### src/rtl/hmmu_pkg.sv
// ----------------------------------------------------------------------------
// Handheld memory map unit package
// Shared codes, command queue entry and sizing constants.
// ----------------------------------------------------------------------------
package hmmu_pkg;

  localparam int CART_BANKS_DEF = 128;
  localparam int BANK_SIZE      = 16384;
  localparam int IMAGE_BANKS    = 128;
  localparam int DMA_LEN        = 160;
  localparam int QUEUE_DEPTH    = 2;

  localparam logic [1:0] CMD_READ      = 2'd0;
  localparam logic [1:0] CMD_WRITE     = 2'd1;
  localparam logic [1:0] CMD_BOOT_LOAD = 2'd2;
  localparam logic [1:0] CMD_CART_LOAD = 2'd3;

  localparam logic [15:0] IO_JOYP     = 16'hFF00;
  localparam logic [15:0] IO_SC       = 16'hFF02;
  localparam logic [15:0] IO_DIV      = 16'hFF04;
  localparam logic [15:0] IO_STAT     = 16'hFF41;
  localparam logic [15:0] IO_DMA      = 16'hFF46;
  localparam logic [15:0] IO_BOOT_OFF = 16'hFF50;
  localparam logic [15:0] OAM_BASE    = 16'hFE00;
  localparam logic [7:0]  SC_START    = 8'h81;

  typedef enum logic [2:0] {
    OP_NONE,
    OP_READ,
    OP_STORE,
    OP_BANK,
    OP_DMA,
    OP_UNMAP,
    OP_BOOT,
    OP_CART
  } op_t;

  typedef struct packed {
    op_t         op;
    logic [15:0] addr;
    logic [20:0] iaddr;
    logic [7:0]  wdata;
    logic        vram;
    logic        joy;
    logic        ser;
  } entry_t;

endpackage

### src/rtl/hmmu_queue.sv
// ----------------------------------------------------------------------------
// Handheld memory map unit command queue
// Short queue between front end and back end.
// ----------------------------------------------------------------------------
module hmmu_queue
  import hmmu_pkg::*;
(
  input  logic   clk,
  input  logic   rst,
  input  logic   push_valid,
  output logic   push_ready,
  input  entry_t push_entry,
  output logic   pop_valid,
  input  logic   pop_ready,
  output entry_t pop_entry
);

  localparam int PW = $clog2(QUEUE_DEPTH);
  localparam int CW = $clog2(QUEUE_DEPTH + 1);

  entry_t          slots [QUEUE_DEPTH];
  logic [PW-1:0]   wr_ptr;
  logic [PW-1:0]   rd_ptr;
  logic [CW-1:0]   count;
  logic            do_push;
  logic            do_pop;

  assign push_ready = (count != CW'(QUEUE_DEPTH));
  assign pop_valid  = (count != '0);
  assign pop_entry  = slots[rd_ptr];
  assign do_push    = push_valid & push_ready;
  assign do_pop     = pop_valid & pop_ready;

  always_ff @(posedge clk) begin
    if (rst) begin
      wr_ptr <= '0;
      rd_ptr <= '0;
      count  <= '0;
    end else begin
      if (do_push) begin
        wr_ptr <= (wr_ptr == PW'(QUEUE_DEPTH - 1)) ? '0 : wr_ptr + 1'b1;
      end
      if (do_pop) begin
        rd_ptr <= (rd_ptr == PW'(QUEUE_DEPTH - 1)) ? '0 : rd_ptr + 1'b1;
      end
      if (do_push && !do_pop) begin
        count <= count + 1'b1;
      end else if (do_pop && !do_push) begin
        count <= count - 1'b1;
      end
    end
  end

  always_ff @(posedge clk) begin
    if (do_push) begin
      slots[wr_ptr] <= push_entry;
    end
  end

endmodule

### config.mk
export PLATFORM = sky130hd
export DESIGN_NAME = hmmu_queue
export DESIGN_NICKNAME = d
export VERILOG_FILES = /design/src/rtl/hmmu_pkg.sv /design/src/rtl/hmmu_queue.sv
export SDC_FILE = /design/constraint.sdc
export NUM_CORES = 1
export LEC_CHECK = 0
export ABC_AREA = 0
export BUFFER_PORTS_ARGS = -buffer_cell sky130_fd_sc_hd__buf_4
export CORE_MARGIN = 2
export CORE_UTILIZATION = 36
export CTS_CLUSTER_DIAMETER = 80
export DETAILED_ROUTE_END_ITERATION = 10
export SETUP_SLACK_MARGIN = 0.2
export SLEW_MARGIN = 20
export SYNTH_ARGS = -nofsm -noshare
export SYNTH_HDL_FRONTEND = slang
export SYNTH_SLANG_ARGS = --single-unit
### constraint.sdc
create_clock -name clk -period 2.97 [get_ports clk]
set_clock_uncertainty 0.1 [all_clocks]
set_input_delay 0.1485 -clock clk [delete_from_list [all_inputs] [get_ports clk]]
set_output_delay 0.1485 -clock clk [all_outputs]
set_load 0.01 [all_outputs]
==> flow_summary.json, run 1 <==
{
  "whs_path_depth": 4,
  "numClockSinks": 107,
  "synthMuxAreaShare_pct": 14.8,
  "synth_seq_cells": 107,
  "path_buf_inv": 2,
  "grt_pass1_vias": 2281,
  "pin_count": 108,
  "grt_pass1_wl_mm": 11.2,
  "crit_chain": "buf_12 > mux2_2 > buf_4",
  "globalRouteOverflowTotal": 0,
  "ir_drop_mv": 0.423,
  "cap_violations": 0,
  "drt_pass1_iterations": 6,
  "clk_pin_slew_ps": 90,
  "htree_levels": 3,
  "required_ps": 2720,
  "antenna_found_initial": 0,
  "drt_iter0_drc": 42,
  "area_growth_pct": 44.4,
  "grt_max_degree": 52,
  "syn-instance-count": 183,
  "hold_violations": 0,
  "crit_family": "flip-flops",
  "final_common_cell": "buf_4",
  "wire_per_inst_um": 14.9,
  "nFillCells": 853,
  "synth-simple-area-share_pct": 1.29,
  "dp_hpwl_mm": 4.55,
  "synth_seq_area_share_pct": 81.3,
  "synth-compound-area-share_pct": 0.772,
  "path_class": "register to primary output",
  "p_per_area_mw_per_mm2": 724,
  "rrSetupSlack_ps": 980,
  "diodes": 0,
  "finalCritPeriodShare_pct": 74.6,
  "drt-total-wl_mm": 7.34,
  "cp.arrival_ps": 1970,
  "yosysWarnings": 0,
  "syn-cell-area_mm2": 0.00389,
  "synthXorXnorAreaFrac_pct": 0.675,
  "clockRootBuffer": "clkbuf_8",
  "viasPerCell": 4.42,
  "critical_path.endpoint_type": "primary output",
  "portBuffers": 107,
  "gr-usage-all-layers_pct": 12.9,
  "path_depth": 3,
  "cts_resized": 0,
  "cellLeakagePower_nw": 2.11,
  "clkPwrFrac_pct": 22.6,
  "drive_gt1_share_pct": 50.7,
  "antenna_left": 0,
  "multi_input_area_um2": 694,
  "switchingPower_mw": 1.06,
  "hold_class": "input port to register",
  "core-area_mm2": 0.0104,
  "nets": 408,
  "initial_core_util_pct": 37.3,
  "vias": 2181,
  "fp.dieH_um": 108,
  "insertion_delay_ps": 350,
  "power_frac_seq_pct": 48.9,
  "cts_inserted_buffers": 9,
  "synth_fa_ha_area_share_pct": 0.322,
  "syn_nets": 239,
  "fin_crit_ps": 2220,
  "crit_fanout": 27,
  "syn_avg_cell_area_um2": 21.3,
  "drcViolationCount": 0,
  "max-clock-path-buffers": 2,
  "gp_congestion": 0.708,
  "synth_top_family_by_area": "multiplexers",
  "tns_ps": 0,
  "most-common-layout-cells": "buf_4 (110), edfxtp_1 (102), dlygate4sd3_1 (53)",
  "slowest_stage": "dfxtp_2",
  "netlist-cell-type-count": 17,
  "postCtsSetupBuffers": 0,
  "whs_ps": 145,
  "setup-violations-final": 0,
  "slew_headroom_pct": 53.5,
  "die_x_um": 108,
  "floorplan.rows": 37,
  "slew_viol_final": 0,
  "cts_tree": "done",
  "tightest_slew_ps": 697,
  "critPathMaxStageDelay_ps": 790,
  "regArea_mm2": 0.00316,
  "run_status": "complete, no violations",
  "fmax_mhz": 451,
  "start_kind": "register",
  "ff2ff_path_depth": 3,
  "p_int_mw": 3.01,
  "swShare_pct": 26.1,
  "die_area_mm2": 0.0117,
  "grt_setup_unrepaired": "false",
  "p_comb_share_pct": 28.5
}
flip-flops by register name (all words and copies together), names as in the netlist, named ones only:
name,cells
count,2
wr_ptr,1
rd_ptr,1
slots,102
tightest hold or removal path, stage by stage:
cell	delay, ps
buf_4	110
o21ai_0	140
xor2_1	100
nor2_1	70
synthesized netlist by cell type, drive strengths merged:
master	count	area, um^2
or2	1	6.26
or3	1	6.26
nand2b	1	6.26
nand3b	1	7.51
edfxtp	102	3060
and3	1	6.26
mux2	51	574
inv	1	3.75
xor2	3	26.3
dfxtp	5	100
a21bo	1	10.0
ha	1	12.5
buf	6	30.0
a21oi	2	10.0
and2	1	6.26
nor2	3	11.3
o21ai	2	10.0
routing by layer:
layer / wire length [um] / track usage (%) / up-vias
li1: - / - / 1047
met1: 3180 / 16.2 / 1054
met2: 3580 / 21.0 / 69
met4: 129 / 5.77 / 0
met3: 452 / 3.68 / 11
met5: 0 / 0 / -
area by class of cell:
type / instances / area share (%)
timing repair buffer: 164 / 24.5
clock inverter: 7 / 1.47
clock buffer: 9 / 2.21
tap: 136 / 3.03
inverter: 1 / 0.0668
sequential: 107 / 56.4
multi-input combinational: 69 / 12.4
kinds of logic (layout without fill, tap and decap cells):
family | count (synthesis) | in the layout
muxes | 51 | 51
AOI/OAI and AO/OA | 5 | 5
xor gates and xnor gates | 3 | 3
DFF | 107 | 107
buffers and inverters | 7 | 181
and+or+nand+nor | 9 | 9
adders and majority gates | 1 | 1
power groups by stage:
stage | Sequential (mW) | Clock (mW) | Combinational [mW]
2_1_floorplan | 1.96 | 0 | 0.640
3_3_place_gp | 2.02 | 0 | 1.12
3_5_place_dp | 2.03 | 0 | 1.12
4_1_cts | 1.99 | 0.950 | 1.19
5_1_grt | 2.02 | 0.996 | 1.25
6_report | 1.99 | 0.918 | 1.16
worst paths after layout:
| kind | from | to |
|---|---|---|
| setup / recovery | register | pop_entry[10] |
| hold / removal | pop_ready | rd_ptr$_SDFFE_PP0P_ |
| setup reg to reg | count[0]$_SDFFE_PP0P_ | slots[1][0]$_DFFE_PP_ |
| hold reg to reg | count[1]$_SDFFE_PP0P_ | count[1]$_SDFFE_PP0P_ |
timing repair:
item / 4_1_cts / 5_1_grt
hold endpoints to repair: 107 / 0
setup endpoints to repair: 0 / 0
hold buffers: 53 / 0
metrics by stage:
step	setup WS, ps	util (%)	instances	cell area, um^2	total power, mW
after detailed placement	959	46.8	424	4880	3.15
after global routing	625	53.9	493	5620	4.27
after global placement	993	46.8	424	4880	3.14
after CTS	691	53.9	493	5620	4.13
after floorplan	556	-	183	3890	2.60
final	755	53.9	493	5620	4.07
Power figures use the tool's default switching activity.
==> run 2: changes to the inputs <==
==> constraint.sdc (replaced) <==
create_clock -name clk -period 1.9 [get_ports clk]
set_clock_uncertainty 0.1 [all_clocks]
set_input_delay 0.095 -clock clk [delete_from_list [all_inputs] [get_ports clk]]
set_output_delay 0.095 -clock clk [all_outputs]
set_load 0.01 [all_outputs]
==> run 2 against run 1 <==
Compared with the run above:
- sequential cell count is the same
- via count grew 2.8%
- sequential share of layout area shrank 0.47 points
- clock power grew 32%
- cell count grew 0.61%
==> flow_summary.json, run 2 (synthesis results as in run 1) <==
{
  "run_status": "complete, no violations",
  "slew_headroom_pct": 79.3,
  "dp_hpwl_mm": 4.36,
  "ir_drop_mv": 0.586,
  "crit_fanout": 11,
  "area_growth_pct": 45.7,
  "r2r_end": "count[1]$_SDFFE_PP0P_",
  "cp.arrival_ps": 1470,
  "die_x_um": 108,
  "portBuffers": 107,
  "slowest_stage": "dfxtp_2",
  "rrSetupSlack_ps": 260,
  "antenna_found_initial": 0,
  "finalCritPeriodShare_pct": 87.5,
  "grt_max_degree": 37,
  "htree_levels": 3,
  "crit_top_cell": "buf_4",
  "critPathMaxStageDelay_ps": 380,
  "drive_gt1_share_pct": 52.2,
  "path_class": "register to primary output",
  "hold_violations": 0,
  "clk_pin_slew_ps": 90,
  "p_per_area_mw_per_mm2": 1100,
  "cap_violations": 0,
  "drt-total-wl_mm": 7.16,
  "fmax_mhz": 602,
  "holdCritStartpoint": "pop_ready",
  "die_area_mm2": 0.0117,
  "drt_iter0_drc": 70,
  "nFillCells": 883,
  "final_util_pct": 54.4,
  "whs_ps": 122,
  "grt_pass1_wl_mm": 10.6,
  "grt_pass1_vias": 2271,
  "drt_pass1_iterations": 6,
  "pin_count": 108,
  "viasPerCell": 4.52,
  "initial_core_util_pct": 37.3,
  "fin_area_mm2": 0.00567,
  "regMostFlops": "slots",
  "critical_path.endpoint_type": "primary output",
  "reg.largest.list": "slots: 102 flops, count: 2 flops",
  "max-clock-path-buffers": 2,
  "nets": 411,
  "final_common_cell": "buf_4",
  "gp_congestion": 0.699,
  "placed_area_mm2": 0.00494,
  "clockRootBuffer": "clkbuf_8",
  "tightest_slew_ps": 309,
  "crit_chain": "buf_4 > mux2_2 > buf_4",
  "fp.dieH_um": 108,
  "ff2ff_path_depth": 6,
  "insertion_delay_ps": 350,
  "start_kind": "register",
  "largest_reg_flops": 102,
  "grt_setup_unrepaired": "true",
  "fin_crit_ps": 1660,
  "cellLeakagePower_nw": 2.10,
  "globalRouteOverflowTotal": 0,
  "whs_path_depth": 4,
  "cts_tree": "done",
  "rr_startpoint": "count[0]$_SDFFE_PP0P_",
  "antenna_left": 0,
  "core-area_mm2": 0.0104,
  "hold_class": "input port to register",
  "floorplan.rows": 37,
  "vias": 2241,
  "cts_inserted_buffers": 9,
  "gr-usage-all-layers_pct": 12.2,
  "numClockSinks": 107,
  "diodes": 0,
  "drcViolationCount": 0,
  "wire_per_inst_um": 14.4,
  "most-common-layout-cells": "buf_4 (109), edfxtp_1 (102), dlygate4sd3_1 (53)",
  "slew_viol_final": 0,
  "required_ps": 1700,
  "tns_ps": 0,
  "setup-violations-final": 0
}
## run 2: cell types whose count changed in the layout (fill, tap and decap cells not counted), sizes merged
cell	change
buf	+3
clkinv	-4
bufinv	-2
inv	+1
clkinvlp	+3
clkbuf	+2
## run 2: where the power goes
group	leakage, nW	switching [mW]	internal, mW	total [mW]
clock	0.0803	0.721	0.485	1.21
sequential	0.995	0.0938	2.95	3.04
combinational	1.03	0.881	1.10	1.98
## run 2: worst max-delay path by stage
stage	start	end	depth (start not counted)
after floorplan	count[0]$_SDFFE_PP0P_	slots[0][0]$_DFFE_PP_	3
after CTS	register	pop_entry[25]	3
after detailed placement	count[1]$_SDFFE_PP0P_	count[1]$_SDFFE_PP0P_	4
final	register	pop_entry[1]	3
after global placement	count[0]$_SDFFE_PP0P_	count[1]$_SDFFE_PP0P_	5
after global routing	register	pop_entry[1]	3
## run 2: metal layers
metal	vias to the layer above	GRT usage, %	wire, um
met5	-	0	0
met4	0	5.22	86
met3	7	2.59	364
met2	72	21.7	3810
met1	1108	14.2	2900
li1	1054	-	-
## run 2: final cells by class
class                   instances  area, um^2  share of cell area (%)
multi-input cells              69         714                    12.6
flip-flops and latches        107        3170                    55.9
inverters                       1        7.51                   0.132
well taps                     136         170                    3.00
repair buffers                167        1440                    25.4
clock buffers                  11         131                    2.32
clock inverters                 5        37.5                   0.662
## run 2: critical path: cells and delay by family (launching register included)
family,cells,cell delay [ps]
buf+inv,2,370
flops,1,380
mux,1,370
## run 2: what timing repair did
action,in CTS,in global routing
hold buffers,53,0
setup buffers,0,0
endpoints found under the hold margin,107,0
setup endpoints to repair,41,31
resized for setup,6,1
## run 2: through the flow
step	total power, mW	setup slack (ps)	std cells
after floorplan	4.08	36.9	183
after global placement	4.95	302	427
after detailed placement	4.98	218	427
after CTS	6.33	202	496
after global routing	6.57	168	496
final	6.23	238	496
