**src/rtl/hmmu_pkg.sv**
```systemverilog
// ----------------------------------------------------------------------------
// Handheld memory map unit package
// Shared codes, command queue entry and sizing constants.
// ----------------------------------------------------------------------------
package hmmu_pkg;

  localparam int CART_BANKS_DEF = 128;
  localparam int BANK_SIZE      = 16384;
  localparam int IMAGE_BANKS    = 128;
  localparam int DMA_LEN        = 160;
  localparam int QUEUE_DEPTH    = 2;

  localparam logic [1:0] CMD_READ      = 2'd0;
  localparam logic [1:0] CMD_WRITE     = 2'd1;
  localparam logic [1:0] CMD_BOOT_LOAD = 2'd2;
  localparam logic [1:0] CMD_CART_LOAD = 2'd3;

  localparam logic [15:0] IO_JOYP     = 16'hFF00;
  localparam logic [15:0] IO_SC       = 16'hFF02;
  localparam logic [15:0] IO_DIV      = 16'hFF04;
  localparam logic [15:0] IO_STAT     = 16'hFF41;
  localparam logic [15:0] IO_DMA      = 16'hFF46;
  localparam logic [15:0] IO_BOOT_OFF = 16'hFF50;
  localparam logic [15:0] OAM_BASE    = 16'hFE00;
  localparam logic [7:0]  SC_START    = 8'h81;

  typedef enum logic [2:0] {
    OP_NONE,
    OP_READ,
    OP_STORE,
    OP_BANK,
    OP_DMA,
    OP_UNMAP,
    OP_BOOT,
    OP_CART
  } op_t;

  typedef struct packed {
    op_t         op;
    logic [15:0] addr;
    logic [20:0] iaddr;
    logic [7:0]  wdata;
    logic        vram;
    logic        joy;
    logic        ser;
  } entry_t;

endpackage

```
**src/rtl/hmmu_if.sv**
```systemverilog
// ----------------------------------------------------------------------------
// Handheld memory map unit channels
// Request and response word channels with valid/ready handshake.
// ----------------------------------------------------------------------------
interface hmmu_req_if;
  logic        valid;
  logic        ready;
  logic [1:0]  cmd;
  logic [15:0] address;
  logic [20:0] image_address;
  logic [7:0]  data;

  modport source (output valid, cmd, address, image_address, data, input ready);
  modport sink (input valid, cmd, address, image_address, data, output ready);
endinterface


```
**src/rtl/hmmu_front.sv**
```systemverilog
// ----------------------------------------------------------------------------
// Handheld memory map unit front end
// Accepts request words and classifies them into back-end operations.
// ----------------------------------------------------------------------------
module hmmu_front
  import hmmu_pkg::*;
(
  input  logic    clearing,
  hmmu_req_if.sink req,
  output logic    push_valid,
  input  logic    push_ready,
  output entry_t  push_entry
);

  assign req.ready  = push_ready & ~clearing;
  assign push_valid = req.valid & ~clearing;

  always_comb begin
    push_entry       = '0;
    push_entry.op    = OP_NONE;
    push_entry.addr  = req.address;
    push_entry.iaddr = req.image_address;
    push_entry.wdata = req.data;
    case (req.cmd)
      CMD_READ: begin
        push_entry.op = OP_READ;
      end
      CMD_WRITE: begin
        if (req.address inside {[16'h2000:16'h3FFF]}) begin
          push_entry.op = OP_BANK;
        end else if (req.address == IO_DMA) begin
          push_entry.op = OP_DMA;
        end else if (req.address == IO_BOOT_OFF) begin
          push_entry.op = OP_UNMAP;
        end else begin
          push_entry.op   = OP_STORE;
          push_entry.vram = req.address inside {[16'h8000:16'h9FFF]};
          if (req.address == IO_JOYP) begin
            push_entry.wdata = req.data & 8'hF0;
            push_entry.joy   = 1'b1;
          end
          if (req.address == IO_SC) begin
            push_entry.ser = (req.data == SC_START);
          end
          if (req.address == IO_DIV) begin
            push_entry.wdata = 8'h00;
          end
        end
      end
      CMD_BOOT_LOAD: begin
        push_entry.op = (req.address <= 16'h00FF) ? OP_BOOT : OP_NONE;
      end
      default: begin
        push_entry.op = OP_CART;
      end
    endcase
  end

endmodule

```
**src/flat_wrapper.sv**
```systemverilog
// flat-port wrapper written by rule: the top's interface ports become plain ports
module hmmu_front_flat import hmmu_pkg::*;
  (clearing, push_valid, push_ready, push_entry, req_valid, req_cmd, req_address, req_image_address, req_data, req_ready);
  hmmu_req_if req_i ();
  input  logic clearing;
  output logic push_valid;
  input  logic push_ready;
  output entry_t push_entry;
  input wire logic [$bits(req_i.valid)-1:0] req_valid;
  input wire logic [$bits(req_i.cmd)-1:0] req_cmd;
  input wire logic [$bits(req_i.address)-1:0] req_address;
  input wire logic [$bits(req_i.image_address)-1:0] req_image_address;
  input wire logic [$bits(req_i.data)-1:0] req_data;
  output wire logic [$bits(req_i.ready)-1:0] req_ready;
  assign req_i.valid = req_valid;
  assign req_i.cmd = req_cmd;
  assign req_i.address = req_address;
  assign req_i.image_address = req_image_address;
  assign req_i.data = req_data;
  assign req_ready = req_i.ready;
  hmmu_front u_core (.clearing(clearing), .req(req_i), .push_valid(push_valid), .push_ready(push_ready), .push_entry(push_entry));
endmodule
```
**config.mk**
```make
export PLATFORM = sky130hd
export DESIGN_NAME = hmmu_front_flat
export DESIGN_NICKNAME = d
export VERILOG_FILES = /design/src/rtl/hmmu_pkg.sv /design/src/rtl/hmmu_if.sv /design/src/rtl/hmmu_front.sv /design/src/flat_wrapper.sv
export SDC_FILE = /design/constraint.sdc
export NUM_CORES = 1
export LEC_CHECK = 0
export ABC_AREA = 0
export BUFFER_PORTS_ARGS = -buffer_cell sky130_fd_sc_hd__buf_2
export CAP_MARGIN = 20
export CELL_PAD_IN_SITES_DETAIL_PLACEMENT = 1
export CELL_PAD_IN_SITES_GLOBAL_PLACEMENT = 1
export CORE_UTILIZATION = 15
export DETAILED_ROUTE_END_ITERATION = 7
export PLACE_DENSITY = 0.77
export SETUP_SLACK_MARGIN = 0.2
export SYNTH_ARGS = -nofsm -noshare
export SYNTH_HDL_FRONTEND = slang
export SYNTH_SLANG_ARGS = --single-unit
export TNS_END_PERCENT = 20
```
**constraint.sdc**
```tcl
create_clock -name vclk -period 0.9
set_input_delay 0.09 -clock vclk [all_inputs]
set_output_delay 0.09 -clock vclk [all_outputs]
set_load 0.1 [all_outputs]
```
==> metrics.md, run 1 <==
| Metric | Value |
|---|---|
| Pwr per Cell Area | `734.2 nW/um^2` |
| Initial DRC Count | `8` |
| Vias post-DR | `790` |
| Hold WC Path Type | `input port to primary output` |
| Crit Path Category | `input port to primary output` |
| Sequential Area | `0 sq um` |
| Tmin final | `1.396 ns` |
| Final setup viols | `14` |
| Largest net degree at the start of global routing | `7` |
| Via density | `4.093` |
| Met1 Use GR | `12.01%` |
| CP required | `0.81 ns` |
| Rel. slew slack | `77.24%` |
| Antenna-violating nets left | `0` |
| Port Buf Inserts | `61` |
| Critical path launch point type | `input port` |
| Vias in the first global route | `853` |
| Max Fclk | `0.7163 GHz` |
| Final Hold Fails | `0` |
| Seq/Total Area, Yosys | `0%` |
| Synthesis-to-layout area growth | `167.3%` |
| Starting Density | `15.58%` |
| WL final | `2606 um` |
| Worst-path maximum fanout | `3` |
| Period utilization | `155.1%` |
| Failing checks | `setup timing` |
| Max incr delay on CP | `0.33 ns` |
| Total global routing track utilization | `11.65%` |
| Placed inst area | `1470 sq um` |
| Post-DP HPWL | `2229 um` |
| First-pass GRT wire length | `4029 um` |
| CP bufs+invs | `3` |
| DR DRC count | `0` |
| Die Wd | `66.45 um` |
| Final net count | `195` |
| Critical path's top delay family | `simple AND/OR/NAND/NOR gates` |
| Synth Instances | `83` |
| Num rows | `23` |
| Pleak | `0.7655 nW` |
| Pre-antenna DRT Iters | `4` |
| Syn avg cell area | `7.507 sq um` |
| Post-Syn Area | `623.1 sq um` |
| YS warnings | `0` |
| CP arrival | `1.31 ns` |
| Maximum vdd drop | `332.3 uV` |
| Initial antenna violation count | `0` |
| Die height | `66.45 um` |
| Setup crit end kind | `primary output` |
| Clock buf count | `0` |
| Post-synthesis net count | `133` |
| Crit-path cells | `buf_8, nor4_4, nand4_1, buf_4, o21a_1, buf_12` |
| Max-Cap Viols | `0` |
| Slew @ Worst Pin | `0.3406 ns` |
| Congestion Overflow GR | `0` |
| Flip-flop and latch count | `0` |
| GRT met2 Usage | `25.00%` |
| Min setup slack post-route | `-0.4960 ns` |
| Run status | `finished with violations` |
| GP Congestion | `0.7704` |
| Antenna cells | `0` |
| I/O pin total | `103` |
| # fillers | `433` |
| Placed Cells | `188` |
| Met3 usage in global routing | `1.027%` |
| Global route hottest layer | `met2` |
| DR WL/cell | `13.50 um` |
| Fin area | `1665 sq um` |
| Core area | `4000 sq um` |
| Slew Viols, Final | `0` |
| Die ar. | `4416 sq um` |
| Synth unique cells | `28` |
| CP max stage cell | `nor4_4` |
| Share of layout cells above drive strength 1 | `86.01%` |
| Layout Cells excl Fill | `193` |
| RSZ-0062 raised after global routing | `true` |
cells in the mapped netlist:
| master | n | area [sq um] |
|---|---|---|
| and3_1 | 1 | 6.260 |
| nor4b_1 | 2 | 17.52 |
| nor3_1 | 2 | 10.01 |
| a31o_2 | 1 | 8.760 |
| nand3_1 | 1 | 5.000 |
| nor3b_1 | 1 | 7.510 |
| nand2b_4 | 1 | 13.76 |
| and4_1 | 3 | 26.28 |
| o21ai_0 | 2 | 10.01 |
| a21oi_1 | 1 | 5.000 |
| inv_1 | 2 | 7.510 |
| clkbuf_1 | 1 | 3.750 |
| or4_4 | 1 | 11.26 |
| and3b_1 | 1 | 8.760 |
| buf_4 | 37 | 277.8 |
| nand4_1 | 2 | 12.51 |
| or3_1 | 1 | 6.260 |
| nor2_1 | 1 | 3.750 |
| nor4_1 | 3 | 18.77 |
| o21a_1 | 1 | 7.510 |
| nor3_2 | 2 | 20.02 |
| or4b_1 | 1 | 10.01 |
| nor4_2 | 2 | 25.02 |
| o22ai_1 | 1 | 6.260 |
| a21boi_0 | 8 | 60.06 |
| a221oi_1 | 1 | 8.760 |
| nor2b_1 | 2 | 12.51 |
| nor3b_2 | 1 | 12.51 |
logic make-up after synthesis:
kind of cell,Yosys count,synth area share [%]
AOI/OAI and AO/OA,15,17.07
buffers and inverters,40,46.39
and+or+nand+nor,28,36.55
through the flow:
step / utilization [%] / total power, mW / worst slack, ns / setup TNS [ns] / hold slack, ns
4_1_cts: 41.13 / 1.220 / -0.5346 / -6.214 / 0.1807
3_3_place_gp: 36.75 / 1.125 / -0.5793 / -7.294 / 0.1807
5_1_grt: 41.63 / 1.261 / -0.5883 / -7.083 / 0.1801
6_report: 41.63 / 1.223 / -0.4960 / -6.034 / 0.1800
3_5_place_dp: 36.75 / 1.139 / -0.6123 / -7.579 / 0.1807
2_1_floorplan: - / 1.119 / -0.9487 / -11.01 / 0.2929
power by group:
| part | internal (mW) | total (mW) | leakage (nW) | switching (mW) |
|---|---|---|---|---|
| registers | 0 | 0 | 0 | 0 |
| logic | 0.488 | 1.22 | 0.765 | 0.735 |
| clock network | 0 | 0 | 0 | 0 |
| total | 0.488 | 1.22 | 0.765 | 0.735 |
cells in the final DEF, fill, tap and decap left out, types with 2 or more instances in the layout:
cell	instances
buf_4	31
buf_12	30
buf_2	25
buf_6	8
a21boi_2	5
buf_8	4
and4_1	3
nor4_1	3
a21boi_4	3
nor4_4	2
nor3_2	2
inv_1	2
nand4_1	2
nor2b_2	2
routing by layer:
metal	wire length [um]	part of all wire, %
met1	858	33
met2	1595	61
met3	131	5.0
met4	21	0.81
met5	0	0
worst paths after layout:
kind | startpoint | cells past startpoint | endpoint | slack [ns]
max | req_address[0] | 6 | push_entry[49] | -0.50
min | req_image_address[0] | 0 | push_entry[11] | 0.18
cell type report:
class                      instances  area [sq um]  share of cell area (%)
inverter                           2         7.507                  0.4508
multi-input combinational         43         486.7                   29.23
tap                               50         62.56                   3.757
timing repair buffer              98          1109                   66.57
what timing repair did:
action	in CTS	in global routing
buffers inserted	4	1
gates resized for setup	37	4
gates cloned	0	0
setup endpoints to repair	15	17
hold buffers	0	0
pin swaps	11	3
Note: power is estimated with default switching activity, not from simulation.
==> run 2: changes to the inputs <==
GPL_TIMING_DRIVEN = 0   (was default)
MAX_ROUTING_LAYER = met4   (was default)
==> run 2 against run 1 <==
The flow still finishes with violations (setup timing). Global-route usage shrank 0.83 points. First-iteration DRC count rose by 13%. Utilization shrank 2.5 points. Non-clock buffer count is 28 higher. Final cell count rose by 15%. Setup slack got worse by 0.056 ns. Critical path depth fell by 1. Count of clock-buffer cells in the layout stayed put. Total power up 24%. Combinational power up 25%. Critical path type unchanged. Critical endpoint is now push_entry[1]. Largest cell class unchanged.
==> metrics.md, run 2 (synthesis gave the netlist of run 1 again) <==
| Metric | Value |
|---|---|
| Run status | `finished with violations` |
| Failing checks | `setup timing` |
| Slew @ Worst Pin | `0.4912 ns (+0.1506 ns)` |
| Worst-path maximum fanout | `4 (+1)` |
| Vias in the first global route | `851 (-0.23%)` |
| # fillers | `474 (+9.5%)` |
| Place WS | `-0.8500 ns (-0.2377 ns)` |
| Num rows | `23 (unchanged)` |
| Congestion Overflow GR | `0 (unchanged)` |
| Flip-flop and latch count | `0 (unchanged)` |
| Period utilization | `161.3% (+6.2 points)` |
| Min setup slack post-route | `-0.5517 ns (-0.05570 ns)` |
| Pre-antenna DRT Iters | `4 (unchanged)` |
| Total power | `1.518 mW (+24%)` |
| Maximum vdd drop | `415.4 uV (+25%)` |
| Pwr per Cell Area | `970.9 nW/um^2 (+32%)` |
| Post-DP HPWL | `2103 um (-5.7%)` |
| Die Wd | `66.45 um (unchanged)` |
| DR WL/cell | `11.71 um (-13%)` |
| Total global routing track utilization | `10.82% (-0.83 points)` |
| DR DRC count | `0 (unchanged)` |
| Clock buf count | `0 (unchanged)` |
| Slew Viols, Final | `0 (unchanged)` |
| Hold-fix buffers, CTS | `0 (unchanged)` |
| Crit Path Category | `input port to primary output` |
| Tmin final | `1.452 ns (+0.05570 ns)` |
| GP Congestion | `0.6870 (-11%)` |
| Commonest non-fill, non-tap cells in the layout | `56 x buf_4, 43 x buf_2, 15 x buf_6` |
| Multi-input logic area | `486.7 sq um (unchanged)` |
| Hold WC Path Type | `input port to primary output` |
| Final setup viols | `14 (unchanged)` |
| Setup crit end kind | `primary output` |
| WL final | `2588 um (-0.69%)` |
| Port Buf Inserts | `82 (+34%)` |
| Commonest non-fill, non-tap cell in the layout | `buf_4` |
| Final net count | `223 (+14%)` |
| Setup_tns | `-6.242 ns (-0.2075 ns)` |
| Final Hold Fails | `0 (unchanged)` |
| CP arrival | `1.36 ns (+0.05 ns)` |
| Max incr delay on CP | `0.55 ns (+0.22 ns)` |
| I/O pin total | `103 (unchanged)` |
| Synthesis-to-layout area growth | `151.0%` |
| CP bufs+invs | `2 (-1)` |
| Die ar. | `4416 sq um (unchanged)` |
| First-pass GRT wire length | `3808 um (-5.5%)` |
| Core area | `4000 sq um (unchanged)` |
| Fin area | `1564 sq um (-6.1%)` |
| Placed inst area | `1200 sq um (-18%)` |
| Pleak | `0.7814 nW (+2.1%)` |
| Via density | `4.208 (+2.8%)` |
| Vias post-DR | `930 (+18%)` |
| Antenna cells | `0 (unchanged)` |
| Critical path launch point type | `input port` |
| Crit-path cells | `buf_2, nand2b_4, or4_4, nor4_4, buf_6` |
| Critical path's top delay family | `simple AND/OR/NAND/NOR gates` |
| Sequential Area | `0 sq um (unchanged)` |
| CP max stage cell | `or4_4` |
| Largest net degree at the start of global routing | `9 (+2)` |
| Initial antenna violation count | `0 (unchanged)` |
| Starting Density | `15.58% (unchanged)` |
| RSZ-0062 raised after global routing | `true` |
| Share of layout cells above drive strength 1 | `87.72% (+1.7 points)` |
| Die height | `66.45 um (unchanged)` |
| Max-Cap Viols | `0 (unchanged)` |
| Rel. slew slack | `67.48% (-9.8 points)` |
| Initial DRC Count | `9 (+1)` |
| CP required | `0.81 ns (about the same)` |
| Antenna-violating nets left | `0 (unchanged)` |
| Max Fclk | `0.6889 GHz (-3.8%)` |
==> run 2: repair_timing <==
| item | CTS | global route |
|---|---|---|
| endpoints found under the setup margin | 32 | 19 |
| setup buffers | 3 | 3 |
| pin swaps | 5 | 8 |
| resized for setup | 72 | 20 |
==> run 2: through the flow <==
step,hold slack [ns],cells,utilization [%]
after floorplan,0.2929,83,-
after global placement,0.5634,215,30.00
after detailed placement,0.5646,215,30.00
after CTS,0.5086,218,36.63
after global routing,0.5118,221,39.10
final,0.4902,221,39.10
==> run 2: power by group <==
group | switching, mW | internal (mW) | leakage (nW)
Clock | 0 | 0 | 0
Combinational | 1.09 | 0.424 | 0.781
Sequential | 0 | 0 | 0
Total | 1.09 | 0.424 | 0.781
==> run 2: worst paths after layout <==
path / depth (start not counted) / end / slack [ns] / startpoint
max: 5 / push_entry[1] / -0.55 / req_cmd[1]
min: 3 / push_valid / 0.49 / clearing
==> run 2: per-layer routing <==
layer	up-vias	global-route usage [%]	wire length [um]
li1	445	-	-
met1	442	12.01	864
met2	43	22.58	1593
met3	0	0	129
met4	0	0	0
met5	-	-	0
==> run 2: final cells by class <==
type | count | area share, %
Buffer | 38 | 18.24
Inverter | 2 | 0.4800
Multi-Input combinational cell | 43 | 31.12
Tap cell | 50 | 4.000
Timing Repair Buffer | 88 | 46.16
